## src/hw/rtl/mka_pkg.sv

```systemverilog
`default_nettype none
// ---------------------------------------------------------------------------
// mka_pkg
// Shared types, constants and the printable-key check for the menu key
// auto-repeat block.
// ---------------------------------------------------------------------------
package mka_pkg;

   localparam int TICK_BITS = 16;
   localparam int CODE_BITS = 8;
   localparam int DELAY_BITS = 15;
   localparam int CSR_INDEX_BITS = 4;
   localparam int CSR_DATA_BITS = 16;

   localparam logic [CODE_BITS-1:0] UPSTROKE_MASK = 8'h80;
   localparam logic [CODE_BITS-1:0] NO_EVENT = 8'h00;

   typedef logic [TICK_BITS-1:0] tick_type;
   typedef logic [CODE_BITS-1:0] code_type;
   typedef logic [DELAY_BITS-1:0] delay_type;

   typedef enum logic [CSR_INDEX_BITS-1:0] {
      CSR_MENU_CODE      = 4'd0,
      CSR_UP_CODE        = 4'd1,
      CSR_DOWN_CODE      = 4'd2,
      CSR_PAGE_UP_CODE   = 4'd3,
      CSR_PAGE_DOWN_CODE = 4'd4,
      CSR_BUTTON_HOLD    = 4'd5,
      CSR_REPEAT_START   = 4'd6,
      CSR_REPEAT_PERIOD  = 4'd7
   } csr_index_type;

   localparam delay_type BUTTON_HOLD_RESET   = 15'd1000;
   localparam delay_type REPEAT_START_RESET  = 15'd500;
   localparam delay_type REPEAT_PERIOD_RESET = 15'd100;

   typedef struct packed {
      code_type  menu_code;
      code_type  up_code;
      code_type  down_code;
      code_type  page_up_code;
      code_type  page_down_code;
      delay_type button_hold_ticks;
      delay_type repeat_start_ticks;
      delay_type repeat_period_ticks;
   } cfg_type;

   // letter and digit keys of the 7-bit scan code set
   function automatic logic is_printable(input logic [CODE_BITS-2:0] code);
      logic hit;
      hit = ((code >= 7'd1)  && (code <= 7'd10)) ||
            ((code >= 7'd16) && (code <= 7'd25)) ||
            ((code >= 7'd32) && (code <= 7'd40)) ||
            ((code >= 7'd49) && (code <= 7'd55));
      return hit;
   endfunction

   // deadline has passed when (deadline - now) has its top bit set
   function automatic logic expired(input tick_type deadline, input tick_type now);
      tick_type diff;
      diff = deadline - now;
      return diff[TICK_BITS-1];
   endfunction

endpackage : mka_pkg
`default_nettype wire

```

## src/hw/rtl/mka_csr.sv

```systemverilog
`default_nettype none
// ---------------------------------------------------------------------------
// mka_csr
// Configuration register file: key codes and tick delays.
// ---------------------------------------------------------------------------
module mka_csr (
   input  wire                                  clock,
   input  wire                                  reset,
   input  wire                                  csr_valid,
   output logic                                 csr_ready,
   input  wire  [mka_pkg::CSR_INDEX_BITS-1:0]   csr_index,
   input  wire  [mka_pkg::CSR_DATA_BITS-1:0]    csr_data,
   output mka_pkg::cfg_type                     cfg
);
   import mka_pkg::*;

   cfg_type cfg_ff;
   cfg_type cfg_in;
   logic    write;

   assign csr_ready = 1'b1;
   assign write = csr_valid;
   assign cfg = cfg_ff;

   always_comb begin
      cfg_in = cfg_ff;
      if (write) begin
         unique case (csr_index_type'(csr_index))
            CSR_MENU_CODE:      cfg_in.menu_code = csr_data[CODE_BITS-1:0];
            CSR_UP_CODE:        cfg_in.up_code = csr_data[CODE_BITS-1:0];
            CSR_DOWN_CODE:      cfg_in.down_code = csr_data[CODE_BITS-1:0];
            CSR_PAGE_UP_CODE:   cfg_in.page_up_code = csr_data[CODE_BITS-1:0];
            CSR_PAGE_DOWN_CODE: cfg_in.page_down_code = csr_data[CODE_BITS-1:0];
            CSR_BUTTON_HOLD:    cfg_in.button_hold_ticks = csr_data[DELAY_BITS-1:0];
            CSR_REPEAT_START:   cfg_in.repeat_start_ticks = csr_data[DELAY_BITS-1:0];
            CSR_REPEAT_PERIOD:  cfg_in.repeat_period_ticks = csr_data[DELAY_BITS-1:0];
            default:            cfg_in = cfg_ff;
         endcase
      end
   end

   always_ff @(posedge clock) begin
      if (reset) begin
         cfg_ff.menu_code           <= '0;
         cfg_ff.up_code             <= '0;
         cfg_ff.down_code           <= '0;
         cfg_ff.page_up_code        <= '0;
         cfg_ff.page_down_code      <= '0;
         cfg_ff.button_hold_ticks   <= BUTTON_HOLD_RESET;
         cfg_ff.repeat_start_ticks  <= REPEAT_START_RESET;
         cfg_ff.repeat_period_ticks <= REPEAT_PERIOD_RESET;
      end else begin
         cfg_ff <= cfg_in;
      end
   end

endmodule : mka_csr
`default_nettype wire

```

## src/hw/rtl/mka_step.sv

```systemverilog
`default_nettype none
// ---------------------------------------------------------------------------
// mka_step
// Per-poll event logic: button substitution, change detect, repeat timers.
// State advances once per request that leaves the input register.
// ---------------------------------------------------------------------------
module mka_step (
   input  wire                                  clock,
   input  wire                                  reset,
   input  wire                                  advance,
   input  mka_pkg::cfg_type                     cfg,
   input  wire  [mka_pkg::CODE_BITS-1:0]        key_code,
   input  wire                                  button_held,
   input  wire  [mka_pkg::TICK_BITS-1:0]        now_ticks,
   output logic [mka_pkg::CODE_BITS-1:0]        key_event
);
   import mka_pkg::*;

   code_type last_code_ff, last_code_in;
   tick_type button_deadline_ff, button_deadline_in;
   tick_type repeat_deadline_ff, repeat_deadline_in;
   logic     slow_phase_ff, slow_phase_in;

   logic     button_expired;
   logic     repeat_expired;
   code_type code;
   logic     upstroke;
   logic     fast_key;
   logic     slow_key;
   logic     fire;

   always_comb begin
      button_expired = expired(button_deadline_ff, now_ticks);
      repeat_expired = expired(repeat_deadline_ff, now_ticks);

      code = key_code;
      button_deadline_in = button_deadline_ff;
      if (!button_held) begin
         button_deadline_in = now_ticks + TICK_BITS'(cfg.button_hold_ticks);
      end else if (button_expired) begin
         code = cfg.menu_code;
         // keeps the substitution alive while the button stays down
         button_deadline_in = now_ticks - TICK_BITS'(1);
      end

      last_code_in = code;
      upstroke = (code & UPSTROKE_MASK) != '0;
      fast_key = (code == cfg.up_code) || (code == cfg.down_code);
      slow_key = (code == cfg.page_up_code) || (code == cfg.page_down_code) ||
                 is_printable(code[CODE_BITS-2:0]);

      fire = (code != last_code_ff);
      repeat_deadline_in = repeat_deadline_ff;
      slow_phase_in = slow_phase_ff;
      if (upstroke) begin
         repeat_deadline_in = now_ticks + TICK_BITS'(cfg.repeat_start_ticks);
      end else if (repeat_expired) begin
         repeat_deadline_in = now_ticks + TICK_BITS'(cfg.repeat_period_ticks);
         slow_phase_in = !slow_phase_ff;
         if (fast_key || (slow_phase_ff && slow_key)) begin
            fire = 1'b1;
         end
      end

      key_event = fire ? code : NO_EVENT;
   end

   always_ff @(posedge clock) begin
      if (reset) begin
         last_code_ff       <= '0;
         button_deadline_ff <= '0;
         repeat_deadline_ff <= '0;
         slow_phase_ff      <= 1'b0;
      end else if (advance) begin
         last_code_ff       <= last_code_in;
         button_deadline_ff <= button_deadline_in;
         repeat_deadline_ff <= repeat_deadline_in;
         slow_phase_ff      <= slow_phase_in;
      end
   end

endmodule : mka_step
`default_nettype wire

```

## src/hw/rtl/menu_key_autorepeat.sv

```systemverilog
`default_nettype none
// ---------------------------------------------------------------------------
// menu_key_autorepeat
// Key event generator with front-button menu substitution and typematic
// auto-repeat.
// ---------------------------------------------------------------------------
//  channel  ports                                        direction
//  req      req_valid/ready, key_code, button_held,      in
//           now_ticks
//  rsp      rsp_valid/ready, key_event                   out
//  csr      csr_valid/ready, csr_index, csr_data         in
//
//  One request per cycle sustained while rsp is not stalled; an accepted
//  request passes the input register, then the response register.
//  Reset is synchronous; it clears the pipeline valids, event state and
//  loads the register defaults. A stalled response holds the pipeline; the
//  input register still takes a request while it is empty.
//  csr_ready is always high; indexes past the register list are ignored.
// ---------------------------------------------------------------------------
module menu_key_autorepeat (
   input  wire                                  clock,
   input  wire                                  reset,
   input  wire                                  req_valid,
   output logic                                 req_ready,
   input  wire  [7:0]                           req_key_code,
   input  wire                                  req_button_held,
   input  wire  [15:0]                          req_now_ticks,
   output logic                                 rsp_valid,
   input  wire                                  rsp_ready,
   output logic [7:0]                           rsp_key_event,
   input  wire                                  csr_valid,
   output logic                                 csr_ready,
   input  wire  [mka_pkg::CSR_INDEX_BITS-1:0]   csr_index,
   input  wire  [mka_pkg::CSR_DATA_BITS-1:0]    csr_data
);
   import mka_pkg::*;

   cfg_type  cfg;

   logic     req_valid_ff;
   code_type req_key_code_ff;
   logic     req_button_held_ff;
   tick_type req_now_ticks_ff;

   logic     rsp_valid_ff, rsp_valid_in;
   code_type rsp_key_event_ff;
   code_type key_event;

   logic     out_free;
   logic     advance;

   assign out_free  = !rsp_valid_ff || rsp_ready;
   assign advance   = req_valid_ff && out_free;
   assign req_ready = !req_valid_ff || out_free;
   assign rsp_valid = rsp_valid_ff;
   assign rsp_key_event = rsp_key_event_ff;
   assign rsp_valid_in = advance || (rsp_valid_ff && !rsp_ready);

   mka_csr u_csr (
      .clock     (clock),
      .reset     (reset),
      .csr_valid (csr_valid),
      .csr_ready (csr_ready),
      .csr_index (csr_index),
      .csr_data  (csr_data),
      .cfg       (cfg)
   );

   mka_step u_step (
      .clock       (clock),
      .reset       (reset),
      .advance     (advance),
      .cfg         (cfg),
      .key_code    (req_key_code_ff),
      .button_held (req_button_held_ff),
      .now_ticks   (req_now_ticks_ff),
      .key_event   (key_event)
   );

   always_ff @(posedge clock) begin
      if (reset) begin
         req_valid_ff <= 1'b0;
         rsp_valid_ff <= 1'b0;
      end else begin
         if (req_ready) begin
            req_valid_ff <= req_valid;
         end
         rsp_valid_ff <= rsp_valid_in;
      end
   end

   always_ff @(posedge clock) begin
      if (req_valid && req_ready) begin
         req_key_code_ff    <= req_key_code;
         req_button_held_ff <= req_button_held;
         req_now_ticks_ff   <= req_now_ticks[TICK_BITS-1:0];
      end
      if (advance) begin
         rsp_key_event_ff <= key_event;
      end
   end

endmodule : menu_key_autorepeat
`default_nettype wire

```

## config.mk

```make
export PLATFORM = sky130hd
export DESIGN_NAME = menu_key_autorepeat
export DESIGN_NICKNAME = d
export VERILOG_FILES = /design/src/hw/rtl/mka_pkg.sv /design/src/hw/rtl/mka_csr.sv /design/src/hw/rtl/mka_step.sv /design/src/hw/rtl/menu_key_autorepeat.sv
export SDC_FILE = /design/constraint.sdc
export NUM_CORES = 1
export LEC_CHECK = 0
export ABC_AREA = 1
export BUFFER_PORTS_ARGS = -buffer_cell sky130_fd_sc_hd__buf_2
export CORE_MARGIN = 3
export CORE_UTILIZATION = 42
export CTS_BUF_LIST = sky130_fd_sc_hd__clkbuf_8
export CTS_CLUSTER_DIAMETER = 100
export DETAILED_ROUTE_END_ITERATION = 12
export SLEW_MARGIN = 5
export SYNTH_ARGS = -nofsm -noshare
export SYNTH_HDL_FRONTEND = slang
export SYNTH_HIERARCHICAL = 1
export SYNTH_SLANG_ARGS = --single-unit
```

## constraint.sdc

```tcl
create_clock -name clock -period 12.7 [get_ports clock]
set_clock_uncertainty 0.2 [all_clocks]
set_input_delay 1.905 -clock clock [delete_from_list [all_inputs] [get_ports clock]]
set_output_delay 1.905 -clock clock [all_outputs]
set_load 0.02 [all_outputs]
```

After elaboration in Yosys (flattened, before gate mapping)
Index checks and enable logic that the tools add are counted.
- memories kept: 0
- flip-flop bits (word level): 161
- latch bits: 0
- input bits: 50
- output and inout bits: 11
- bits in writable memories: 0
- ROM bits: 0
- logic and storage cells: 90
- multipliers: 0
- shift operators: 0
- divide/modulo/power cells: 0
- bitwise operators: 1
- reduce and logical (&&, ||, !) cells: 35
- muxes and demuxes: 9
- equal/unequal tests: 13
- add/sub/neg operators: 6
- $lt $le $gt $ge: 8
- operators by type and width (cell ; count):
    16-bit 2-to-1 mux ; 4
    16-bit by 15-bit adder with 16-bit output ; 3
    8-bit == test ; 4
    16-bit subtractor ; 2
    2-bit AND reduction ; 10
    4-bit by 3-bit == test with 1-bit output, second input constant ; 4
    8-bit 2-to-1 mux ; 2
    16-bit by 1-bit subtractor with 16-bit output, second input constant ; 1
    7-bit by 6-bit greater-or-equal comparator with 1-bit output, second input constant ; 2
    7-bit by 6-bit <= comparator with 1-bit output, second input constant ; 2
    1-bit logical OR ; 10
    4-bit by 2-bit == test with 1-bit output, second input constant ; 2
    1-bit logical AND ; 8
    8-bit inequality test ; 1
    7-bit by 1-bit greater-or-equal comparator with 1-bit output, second input constant ; 1
    7-bit by 5-bit greater-or-equal comparator with 1-bit output, second input constant ; 1
    7-bit by 4-bit <= comparator with 1-bit output, second input constant ; 1
    7-bit by 5-bit <= comparator with 1-bit output, second input constant ; 1
    4-bit by 1-bit == test with 1-bit output, second input constant ; 1
    1-bit zero test ; 4
    4-bit zero test ; 1
    1-bit 2-to-1 mux ; 3
    3-bit AND reduction ; 1
    2-bit by 1-bit inequality test with 1-bit output, second input constant ; 1
    2 further kinds ; 2

Depth between registers and ports, before layout
Gate-level depths: netlist of the first run.
- depth after elaboration: 14
- depth in mapped cells: 32
- depth with buffers taken out: 31

Hierarchy
The synthesis of the first run kept the hierarchy.
- modules (own cells, without submodules) (module ; seq. area each (µm²) ; instances ; cells an instance ; area each (µm²)):
    mka_step ; 820.8 ; 1 ; 744 ; 4757.1
    mka_csr ; 1701.6 ; 1 ; 492 ; 3369.5
    menu_key_autorepeat ; 1031.0 ; 1 ; 45 ; 1082.3

Worst setup path after synthesis of the first run
No wires, ideal clock.
- kind: reg-to-reg
- from: reg req_now_ticks_ff[1]
- to: reg u_step.repeat_deadline_ff[14]
- arrival: 4.050 ns
- period minus slack after synthesis: 4.370 ns
- stages on the path, launching flop included: 32
- path buffers: 2
- required time: 12.380 ns
- setup time: 0.120 ns
- path slack: 8.330 ns
- path through: edfxtp_1 > inv_1 > ha_1 > nand2_1 > inv_1 > nand2_1 > nand2_1 > nand2_1 > nand2_1 > nand2_1 > nand3_2 > nand3_4 > inv_1 > nand2_1 > nand2_1 > buf_2 > buf_1 > nand2_1 > nand2_1 > ha_1 > fa_1 > nand3_1 > nand2_1 > nand2_1 > o311ai_0 > a21boi_0 > o21ai_0 > a21oi_1 > nor2_1 > nor2_1 > xor2_1 > a21oi_1
- word-level cells in the longest chain between the ends: 5
- elaborated cells between the ends (all ways): 10
- classes of those cells: add/sub: 4; mux: 4; reduce/logical: 2
- RTL lines (element ; RTL line ; text):
    start, declared ; menu_key_autorepeat.sv:43 ; tick_type req_now_ticks_ff;
    start signal, assigned ; menu_key_autorepeat.sv:96 ; req_now_ticks_ff <= req_now_ticks[TICK_BITS-1:0];
    16-bit subtractor ; mka_pkg.sv:61 ; diff = deadline - now;
    8-bit 2-to-1 mux ; mka_step.sv:40 ; end else if (button_expired) begin
    8-bit 2-to-1 mux ; mka_step.sv:38 ; if (!button_held) begin
    2-bit nonzero test (no line) ; - ;
    2-bit AND reduction (no line) ; - ;
    end signal, assigned ; mka_step.sv:77 ; repeat_deadline_ff <= repeat_deadline_in;
    end, declared ; mka_step.sv:21 ; tick_type repeat_deadline_ff, repeat_deadline_in;
Several ways; a longest one is shown, not always the timed one. The select of a mux whose other input is x is not followed.
A chain may end at the register's enable or synchronous reset.

Final worst setup path of the first run
- from: reg req_now_ticks_ff[1]
- to: reg u_step.repeat_deadline_ff[15]
Same word-level chain as after synthesis.

==> results.json, run 1 <==
{
  "cts_setup_buffers": 0,
  "holdCritPathClass": "flop to flop",
  "fmax_mhz": 191,
  "cts.clk_slew.worst_paths_ns": 0.08,
  "worst_hold_path.num_cells": 2,
  "netlist_area_mm2": 0.00921,
  "ios": 61,
  "synth_seq_area_share_pct": 38.6,
  "root_buffer": "clkbuf_8",
  "maxSlewViolCount": 0,
  "cp_common_cell": "nand2_1",
  "slowest_stage": "o311ai_0",
  "crit_type": "flop to flop",
  "worst_slack_ns": 7.46,
  "busiest_layer": "met1",
  "min_period_ns": 5.24,
  "reg2regPathDepth": 26,
  "dr.pass1.iters": 5,
  "powerDensity_mw_per_mm2": 120,
  "core.rowCount": 53,
  "post-place-ws_ns": 7.46,
  "cts_buffers": 17,
  "track_usage_pct": 19.6,
  "status": "complete, no violations",
  "dieWidth_um": 154,
  "rsz0062_at_grt": "false",
  "hpwl_um": 16700,
  "max_stage_delay_ns": 0.58,
  "worstPathRequired_ns": 12.82,
  "final_nets": 1436,
  "synth.top_cell.area_share_pct": 27.8,
  "leakage_nw": 4.84,
  "synth-edff-count": 33,
  "r2r_slack_ns": 7.46,
  "clock_latency_ns": 0.46,
  "syn_area_per_cell_um2": 7.19,
  "synth_most_common_cell": "nand2_1",
  "met2_usage_pct": 29.0,
  "ys_top_cells_by_area": "dfxtp_1 28%, nand2_1 14%, edfxtp_1 11%",
  "hold_violations": 0,
  "start_kind": "flop",
  "clockBufferDepth": 2,
  "synth_fp_nets": 1392,
  "synthArstFlopShare_pct": 0,
  "fp.dieArea_mm2": 0.0237,
  "rr_endpoint": "u_step/repeat_deadline_ff[15]",
  "port_buffers": 58,
  "ant_nets": 0,
  "hold_buffers": 0,
  "cp.arrival_ns": 5.35,
  "start_util_pct": 43.3,
  "core-area_mm2": 0.0213,
  "synth-main-ff-cell": "dfxtp_1",
  "timing.hold.ws_ns": 0.263,
  "hold_end": "u_csr/cfg[22]",
  "drc_errors": 0,
  "antenna_cells": 0,
  "grt_max_degree": 86,
  "synth.ff_latch_count": 161,
  "antenna_found_initial": 0,
  "synth_common_cells": "350 x nand2_1, 190 x nor2_1, 143 x inv_1",
  "die_h_um": 154,
  "drt_iter0_markers": 591,
  "postLayoutCellArea_mm2": 0.0101,
  "worstReg2RegStart": "req_now_ticks_ff[1]",
  "grt_pass1_vias": 7075,
  "min_from": "u_csr/cfg[22]",
  "met1_usage_pct": 30.1,
  "met3_usage_pct": 3.55,
  "postRouteWirelength_um": 23200,
  "syn_inst": 1281,
  "wl_per_cell_um": 14.4,
  "htree_levels": 4,
  "vias_per_cell": 4.90,
  "tightest_slew_ns": 1.12,
  "drv_cap": 0,
  "slew_headroom_pct": 25.0,
  "synth_area_leader_cell": "dfxtp_1",
  "synth_cell_types": 47,
  "place_area_mm2": 0.00971,
  "critPathLaunch": "req_now_ticks_ff[1]",
  "postCtsResizedCells": 0,
  "drive_gt1_share_pct": 9.87,
  "routed-via-count": 7909,
  "peakVddDrop_uv": 71.0,
  "clkSinkCount": 161,
  "place.gp.congestion": 0.834,
  "finalPower_mw": 1.22,
  "path_max_fanout": 21,
  "grt_pass1_wl_um": 37400,
  "syn_to_final_growth_pct": 10.0,
  "end_kind": "flop",
  "gr-total-overflow": 0,
  "tns_ns": 0,
  "yosys_warnings": 6,
  "cts_tree": "built",
  "finalSetupViolCount": 0,
  "fin_crit_sh_pct": 41.2
}
[area by class of cell]
type                       count  area, µm²
tap                          275        344
clock inverter                13        160
inverter                     151        567
clock buffer                  19        262
fill                        2163      11200
timing repair buffer          62        320
sequential                   161       3550
multi-input combinational    932       4930
[state kept, by name, indices dropped and copies added (netlist names)]
name,cells
u_csr/cfg,85
req_now_ticks_ff,16
u_step/button_deadline_ff,16
u_step/repeat_deadline_ff,16
req_key_code_ff,8
rsp_key_event,8
u_step/last_code_ff,8
req_button_held_ff,1
req_valid_ff,1
rsp_valid,1
u_step/slow_phase_ff,1
[worst max-delay path, delay by kind of cell, from the launching register on]
family,cells,cell delay [ns]
adders and majority gates,2,0.61
and+or+nand+nor,12,1.36
AOI/OAI and AO/OA,6,1.62
xor gates and xnor gates,1,0.14
DFF,1,0.47
buffers and inverters,5,0.65
[through the flow]
step           cells  utilization (%)
2_1_floorplan   1281                -
3_3_place_gp    1581             45.6
3_5_place_dp    1581             45.6
4_1_cts         1613             47.6
5_1_grt         1613             47.6
6_report        1613             47.6
[worst max-delay path by stage]
stage | endpoint | slack [ns]
after detailed placement | u_step/repeat_deadline_ff[14] | 7.46
after global routing | u_step/repeat_deadline_ff[14] | 6.84
after CTS | u_step/repeat_deadline_ff[14] | 7.43
final | u_step/repeat_deadline_ff[15] | 7.46
after global placement | u_step/repeat_deadline_ff[15] | 7.49
after floorplan | u_step/repeat_deadline_ff[14] | 8.33
[cell usage in the layout (no fill, tap or decap), types with 4 or more instances in the layout]
cell	netlist	routed
nand3_1	43	43
inv_1	143	143
nand2_2	7	7
nor2_2	4	4
ha_1	59	59
nand3b_1	7	7
nand4_1	21	21
nand3_2	4	4
xor2_1	39	39
buf_2	13	58
nand2_1	350	350
buf_4	1	4
dfxtp_1	128	128
o211ai_1	7	7
xnor2_1	15	15
clkbuf_8	0	19
nor2_4	6	6
a21oi_1	95	94
o21ai_0	51	51
inv_2	7	8
nor2_1	190	190
edfxtp_1	33	33
[power by group]
group / total (mW) / switching, mW / internal [mW]
logic: 0.254 / 0.167 / 0.0870
clock network: 0.400 / 0.196 / 0.204
registers: 0.565 / 0.0165 / 0.548
[routing by layer]
metal / routed length (µm) / vias up
met1: 12200 / 3578
met3: 993 / 14
met5: 0 / -
li1: - / 4174
met4: 129 / 0
met2: 9850 / 143
[kinds of logic after synthesis]
| logic type | after synthesis | synth area share (%) |
|---|---|---|
| adders and majority gates | 61 | 8.45 |
| AOI/OAI and AO/OA | 170 | 10.0 |
| and+or+nand+nor | 645 | 29.6 |
| DFF | 161 | 38.6 |
| xor gates and xnor gates | 55 | 5.31 |
| other | 1 | 0.0407 |
| buffers and inverters | 188 | 7.96 |
Note: power is estimated with default switching activity, not from simulation.
==> run 2, diff against run 1 <==
==> constraint.sdc (replaced) <==
create_clock -name clock -period 4.5 [get_ports clock]
set_clock_uncertainty 0.2 [all_clocks]
set_input_delay 0.675 -clock clock [delete_from_list [all_inputs] [get_ports clock]]
set_output_delay 0.675 -clock clock [all_outputs]
set_load 0.02 [all_outputs]
==> results.json, run 2 (synthesis results as in run 1) <==
{
  "status": "complete, no violations",
  "grt_pass1_wl_um": 38400,
  "track_usage_pct": 20.3,
  "clockBufferDepth": 2,
  "vias_per_cell": 4.91,
  "ios": 61,
  "drive_gt1_share_pct": 14.6,
  "cp_common_cell": "nand2_1",
  "dieWidth_um": 154,
  "routed-via-count": 8148,
  "hold_violations": 0,
  "dr.pass1.iters": 5,
  "grt_max_degree": 47,
  "hold_buffers": 0,
  "postRouteWirelength_um": 23900,
  "antenna_cells": 0,
  "gr-total-overflow": 0,
  "finalNonFillerCells": 1658,
  "grt_pass1_vias": 7376,
  "clock_latency_ns": 0.46,
  "clkSinkCount": 161,
  "power_frac_seq_pct": 46.0,
  "port_buffers": 58,
  "finalPower_mw": 3.46,
  "p_int_mw": 2.38,
  "crit_type": "flop to flop",
  "maxSlewViolCount": 0,
  "root_buffer": "clkbuf_8",
  "fmax_mhz": 238,
  "layout_common_cells": "342 x nand2_1, 189 x nor2_1, 139 x inv_1",
  "pwr-share-clk_pct": 31.0,
  "worstPathRequired_ns": 4.61,
  "fin_crit_sh_pct": 93.3,
  "placedCellCount": 1624,
  "finalSetupViolCount": 0,
  "cp.arrival_ns": 4.31,
  "final_common_cell": "nand2_1",
  "rsz0062_at_grt": "false",
  "cts_buffers": 17,
  "p_sw_mw": 1.08,
  "postLayoutCellArea_mm2": 0.0105,
  "ant_nets": 0,
  "fp.dieArea_mm2": 0.0237,
  "die_h_um": 154,
  "core.rowCount": 53,
  "start_util_pct": 43.3,
  "power_frac_comb_pct": 23.0,
  "r2r_slack_ns": 0.30,
  "drc_errors": 0,
  "path_max_fanout": 10,
  "leakage_nw": 5.06,
  "antenna_found_initial": 0,
  "cts.clk_slew.worst_paths_ns": 0.10,
  "largest_reg_flops": 85,
  "powerDensity_mw_per_mm2": 328,
  "peakVddDrop_uv": 157,
  "slew_headroom_pct": 19.4,
  "drt_iter0_markers": 604,
  "wl_per_cell_um": 14.4,
  "place_area_mm2": 0.0100,
  "min_period_ns": 4.20,
  "htree_levels": 4,
  "hpwl_um": 17500,
  "syn_to_final_growth_pct": 14.4,
  "slowest_stage": "edfxtp_1",
  "switching_share_pct": 31.3,
  "final_nets": 1482,
  "drv_cap": 0,
  "tns_ns": 0,
  "core-area_mm2": 0.0213,
  "end_kind": "flop",
  "tightest_slew_ns": 1.21,
  "max_stage_delay_ns": 0.42,
  "place.gp.congestion": 0.860,
  "final_util_pct": 49.5,
  "start_kind": "flop",
  "holdCritPathClass": "input port to flop",
  "cts_tree": "built"
}
-- run 2: changes by cell type in the layout (fill, tap and decap cells not counted), sizes merged --
cell | previous run | this run
buf | 62 | 108
clkinvlp | 3 | 1
inv | 152 | 154
bufinv | 3 | 2
clkbuf | 19 | 20
clkinv | 6 | 5
-- run 2: metal layers --
layer  global-route usage (%)  up-vias  share of wire [%]
li1                         -     4253                  -
met3                     3.01       22                4.3
met5                        0        -                  0
met1                     31.2     3692                 52
met4                     5.76        0                1.7
met2                     29.3      181                 42
-- run 2: timing repair --
action                                  in CTS  in global routing
resized for setup                            3                 32
gates cloned                                 0                  0
buffers inserted                             0                  3
pin swaps                                    0                 11
endpoints found under the setup margin       3                  7
-- run 2: area by class of cell --
| class | instances | area, µm² |
|---|---|---|
| clock buffers | 20 | 275 |
| clock inverters | 11 | 114 |
| fillers | 2193 | 10800 |
| inverters | 151 | 572 |
| multi-input cells | 932 | 5000 |
| flip-flops and latches | 161 | 3550 |
| well taps | 275 | 344 |
| repair buffers | 108 | 669 |
-- run 2: final timing paths --
| path | from | endpoint | cells after the start |
|---|---|---|---|
| max | req_now_ticks_ff[2] | u_step/repeat_deadline_ff[13] | 26 |
| min | req_now_ticks[0] | req_now_ticks_ff[0] | 1 |
| max reg2reg | req_now_ticks_ff[2] | u_step/repeat_deadline_ff[13] | 26 |
| min reg2reg | u_csr/cfg[21] | u_csr/cfg[21] | 2 |
-- run 2: per-stage QoR --
step,setup WS (ns),hold slack [ns]
floorplan,0.130,0.229
global placement,-0.0286,0.238
detailed placement,-0.0466,0.243
CTS,-0.0319,0.150
global route,0.0103,0.157
finish,0.303,0.180
-- run 2: worst max-delay path: cells and delay by family, from the launching register on --
family                   cells  cell delay (ns)
AO/OA/AOI/OAI                7             1.20
buffers and inverters        5             0.61
AND/OR/NAND/NOR             11             0.94
flip-flops                   1             0.42
XOR/XNOR                     1             0.17
adder cells (fa/ha/maj)      2             0.49
-- run 2: power by group through the flow --
| stage | logic (mW) | registers (mW) | clock network [mW] |
|---|---|---|---|
| after floorplan | 0.518 | 1.62 | 0 |
| after global routing | 0.900 | 1.60 | 1.15 |
| after global placement | 0.756 | 1.62 | 0 |
| after CTS | 0.770 | 1.59 | 1.10 |
| final | 0.797 | 1.59 | 1.07 |
| after detailed placement | 0.765 | 1.62 | 0 |
==> run 3, diff against run 2 <==
==> constraint.sdc (replaced) <==
create_clock -name clock -period 4.6 [get_ports clock]
set_clock_uncertainty 0.2 [all_clocks]
set_input_delay 0.23 -clock clock [delete_from_list [all_inputs] [get_ports clock]]
set_output_delay 0.23 -clock clock [all_outputs]
set_load 0.02 [all_outputs]
==> results.json, run 3 (synthesis results as in run 1) <==
{
  "status": "complete, no violations",
  "ant_nets": 0,
  "final_util_pct": 50.7,
  "placedCellCount": 1605,
  "cts_setup_buffers": 0,
  "antenna_cells": 0,
  "root_buffer": "clkbuf_8",
  "power_frac_seq_pct": 45.9,
  "layout_common_cells": "346 x nand2_1, 190 x nor2_1, 143 x inv_1",
  "drc_errors": 0,
  "gr-total-overflow": 0,
  "leakage_nw": 5.16,
  "peakVddDrop_uv": 161,
  "core.rowCount": 53,
  "crit_type": "flop to flop",
  "drive_gt1_share_pct": 11.7,
  "ios": 61,
  "start_kind": "flop",
  "place.gp.congestion": 0.879,
  "tns_ns": 0,
  "postLayoutCellArea_mm2": 0.0108,
  "start_util_pct": 43.3,
  "worstPathRequired_ns": 4.71,
  "antenna_found_initial": 0,
  "power_frac_comb_pct": 23.0,
  "clockBufferDepth": 2,
  "hpwl_um": 17500,
  "final_common_cell": "nand2_1",
  "min_period_ns": 4.25,
  "post-place-ws_ns": -0.0885,
  "fp.dieArea_mm2": 0.0237,
  "slew_headroom_pct": 18.6,
  "grt_pass1_vias": 7444,
  "postRouteWirelength_um": 24200,
  "p_int_mw": 2.32,
  "cp.arrival_ns": 4.36,
  "path_max_fanout": 13,
  "powerDensity_mw_per_mm2": 314,
  "final_nets": 1506,
  "finalSetupViolCount": 0,
  "worst_slack_ns": 0.349,
  "die_h_um": 154,
  "timing.hold.ws_ns": 0.0327,
  "port_buffers": 58,
  "grt_max_degree": 58,
  "tightest_slew_ns": 1.22,
  "drt_iter0_markers": 597,
  "fillers": 2088,
  "cts_tree": "built",
  "wl_per_cell_um": 14.4,
  "p_sw_mw": 1.07,
  "finalNonFillerCells": 1683,
  "pwr-share-clk_pct": 31.1,
  "clock_latency_ns": 0.46,
  "cp_common_cell": "nand2_1",
  "hold_violations": 0,
  "place_area_mm2": 0.00990,
  "clkSinkCount": 161,
  "fin_crit_sh_pct": 92.4,
  "track_usage_pct": 20.6,
  "fmax_mhz": 235,
  "end_kind": "flop",
  "grt_pass1_wl_um": 39100,
  "htree_levels": 4,
  "maxSlewViolCount": 0,
  "holdCritPathClass": "input port to flop",
  "routed-via-count": 8181,
  "dr.pass1.iters": 5,
  "core-area_mm2": 0.0213,
  "cts_buffers": 17,
  "dieWidth_um": 154,
  "cts.clk_slew.worst_paths_ns": 0.09,
  "syn_to_final_growth_pct": 17.3,
  "drv_cap": 0,
  "largest_reg_flops": 85,
  "vias_per_cell": 4.86,
  "max_stage_delay_ns": 0.41,
  "switching_share_pct": 31.6,
  "slowest_stage": "edfxtp_1",
  "finalPower_mw": 3.39
}
## run 3: changes by cell type in the layout (fill, tap and decap cells not counted), sizes merged
cell,delta
dlygate4sd3,+46
buf,-22
inv,+2
clkbuf,-1
clkinv,+1
clkinvlp,-1
## run 3: final cells by class
| class | instances | area (µm²) | area share [%] |
|---|---|---|---|
| repair buffers | 132 | 973 | 9.01 |
| flip-flops and latches | 161 | 3550 | 32.9 |
| clock inverters | 13 | 134 | 1.24 |
| multi-input cells | 932 | 4970 | 46.0 |
| inverters | 151 | 569 | 5.27 |
| well taps | 275 | 344 | 3.19 |
| clock buffers | 19 | 262 | 2.42 |
## run 3: what timing repair did
action,in CTS,in global routing
pin swaps,0,2
hold buffers,46,0
resized for setup,2,16
setup endpoints to repair,2,5
hold endpoints to repair,89,0
## run 3: worst max-delay path, delay by kind of cell, from the launching register on
family,cells,cell delay [ns]
AOI/OAI and AO/OA,8,1.30
xor gates and xnor gates,1,0.15
adders and majority gates,2,0.54
buffers and inverters,4,0.40
DFF,1,0.41
and+or+nand+nor,12,1.11
## run 3: worst paths after layout
kind | start | endpoint | slack, ns | cells after the start
max reg2reg | req_now_ticks_ff[6] | u_step/repeat_deadline_ff[15] | 0.35 | 27
max | req_now_ticks_ff[6] | u_step/repeat_deadline_ff[15] | 0.35 | 27
min | csr_valid | u_csr/cfg[73] | 0.03 | 4
min reg2reg | u_csr/cfg[23] | u_csr/cfg[23] | 0.27 | 2
## run 3: power groups by stage
stage / logic, mW / registers (mW) / clock network [mW]
finish: 0.779 / 1.56 / 1.05
global route: 0.873 / 1.57 / 1.15
CTS: 0.765 / 1.56 / 1.08
detailed placement: 0.731 / 1.59 / 0
global placement: 0.724 / 1.59 / 0
floorplan: 0.507 / 1.58 / 0
## run 3: metal layers
| layer | wire (µm) | global-route usage (%) | up-vias |
|---|---|---|---|
| met2 | 10000 | 29.5 | 211 |
| li1 | - | - | 4305 |
| met1 | 12500 | 32.0 | 3648 |
| met5 | 0 | 0 | - |
| met4 | 276 | 5.17 | 0 |
| met3 | 1390 | 3.18 | 17 |
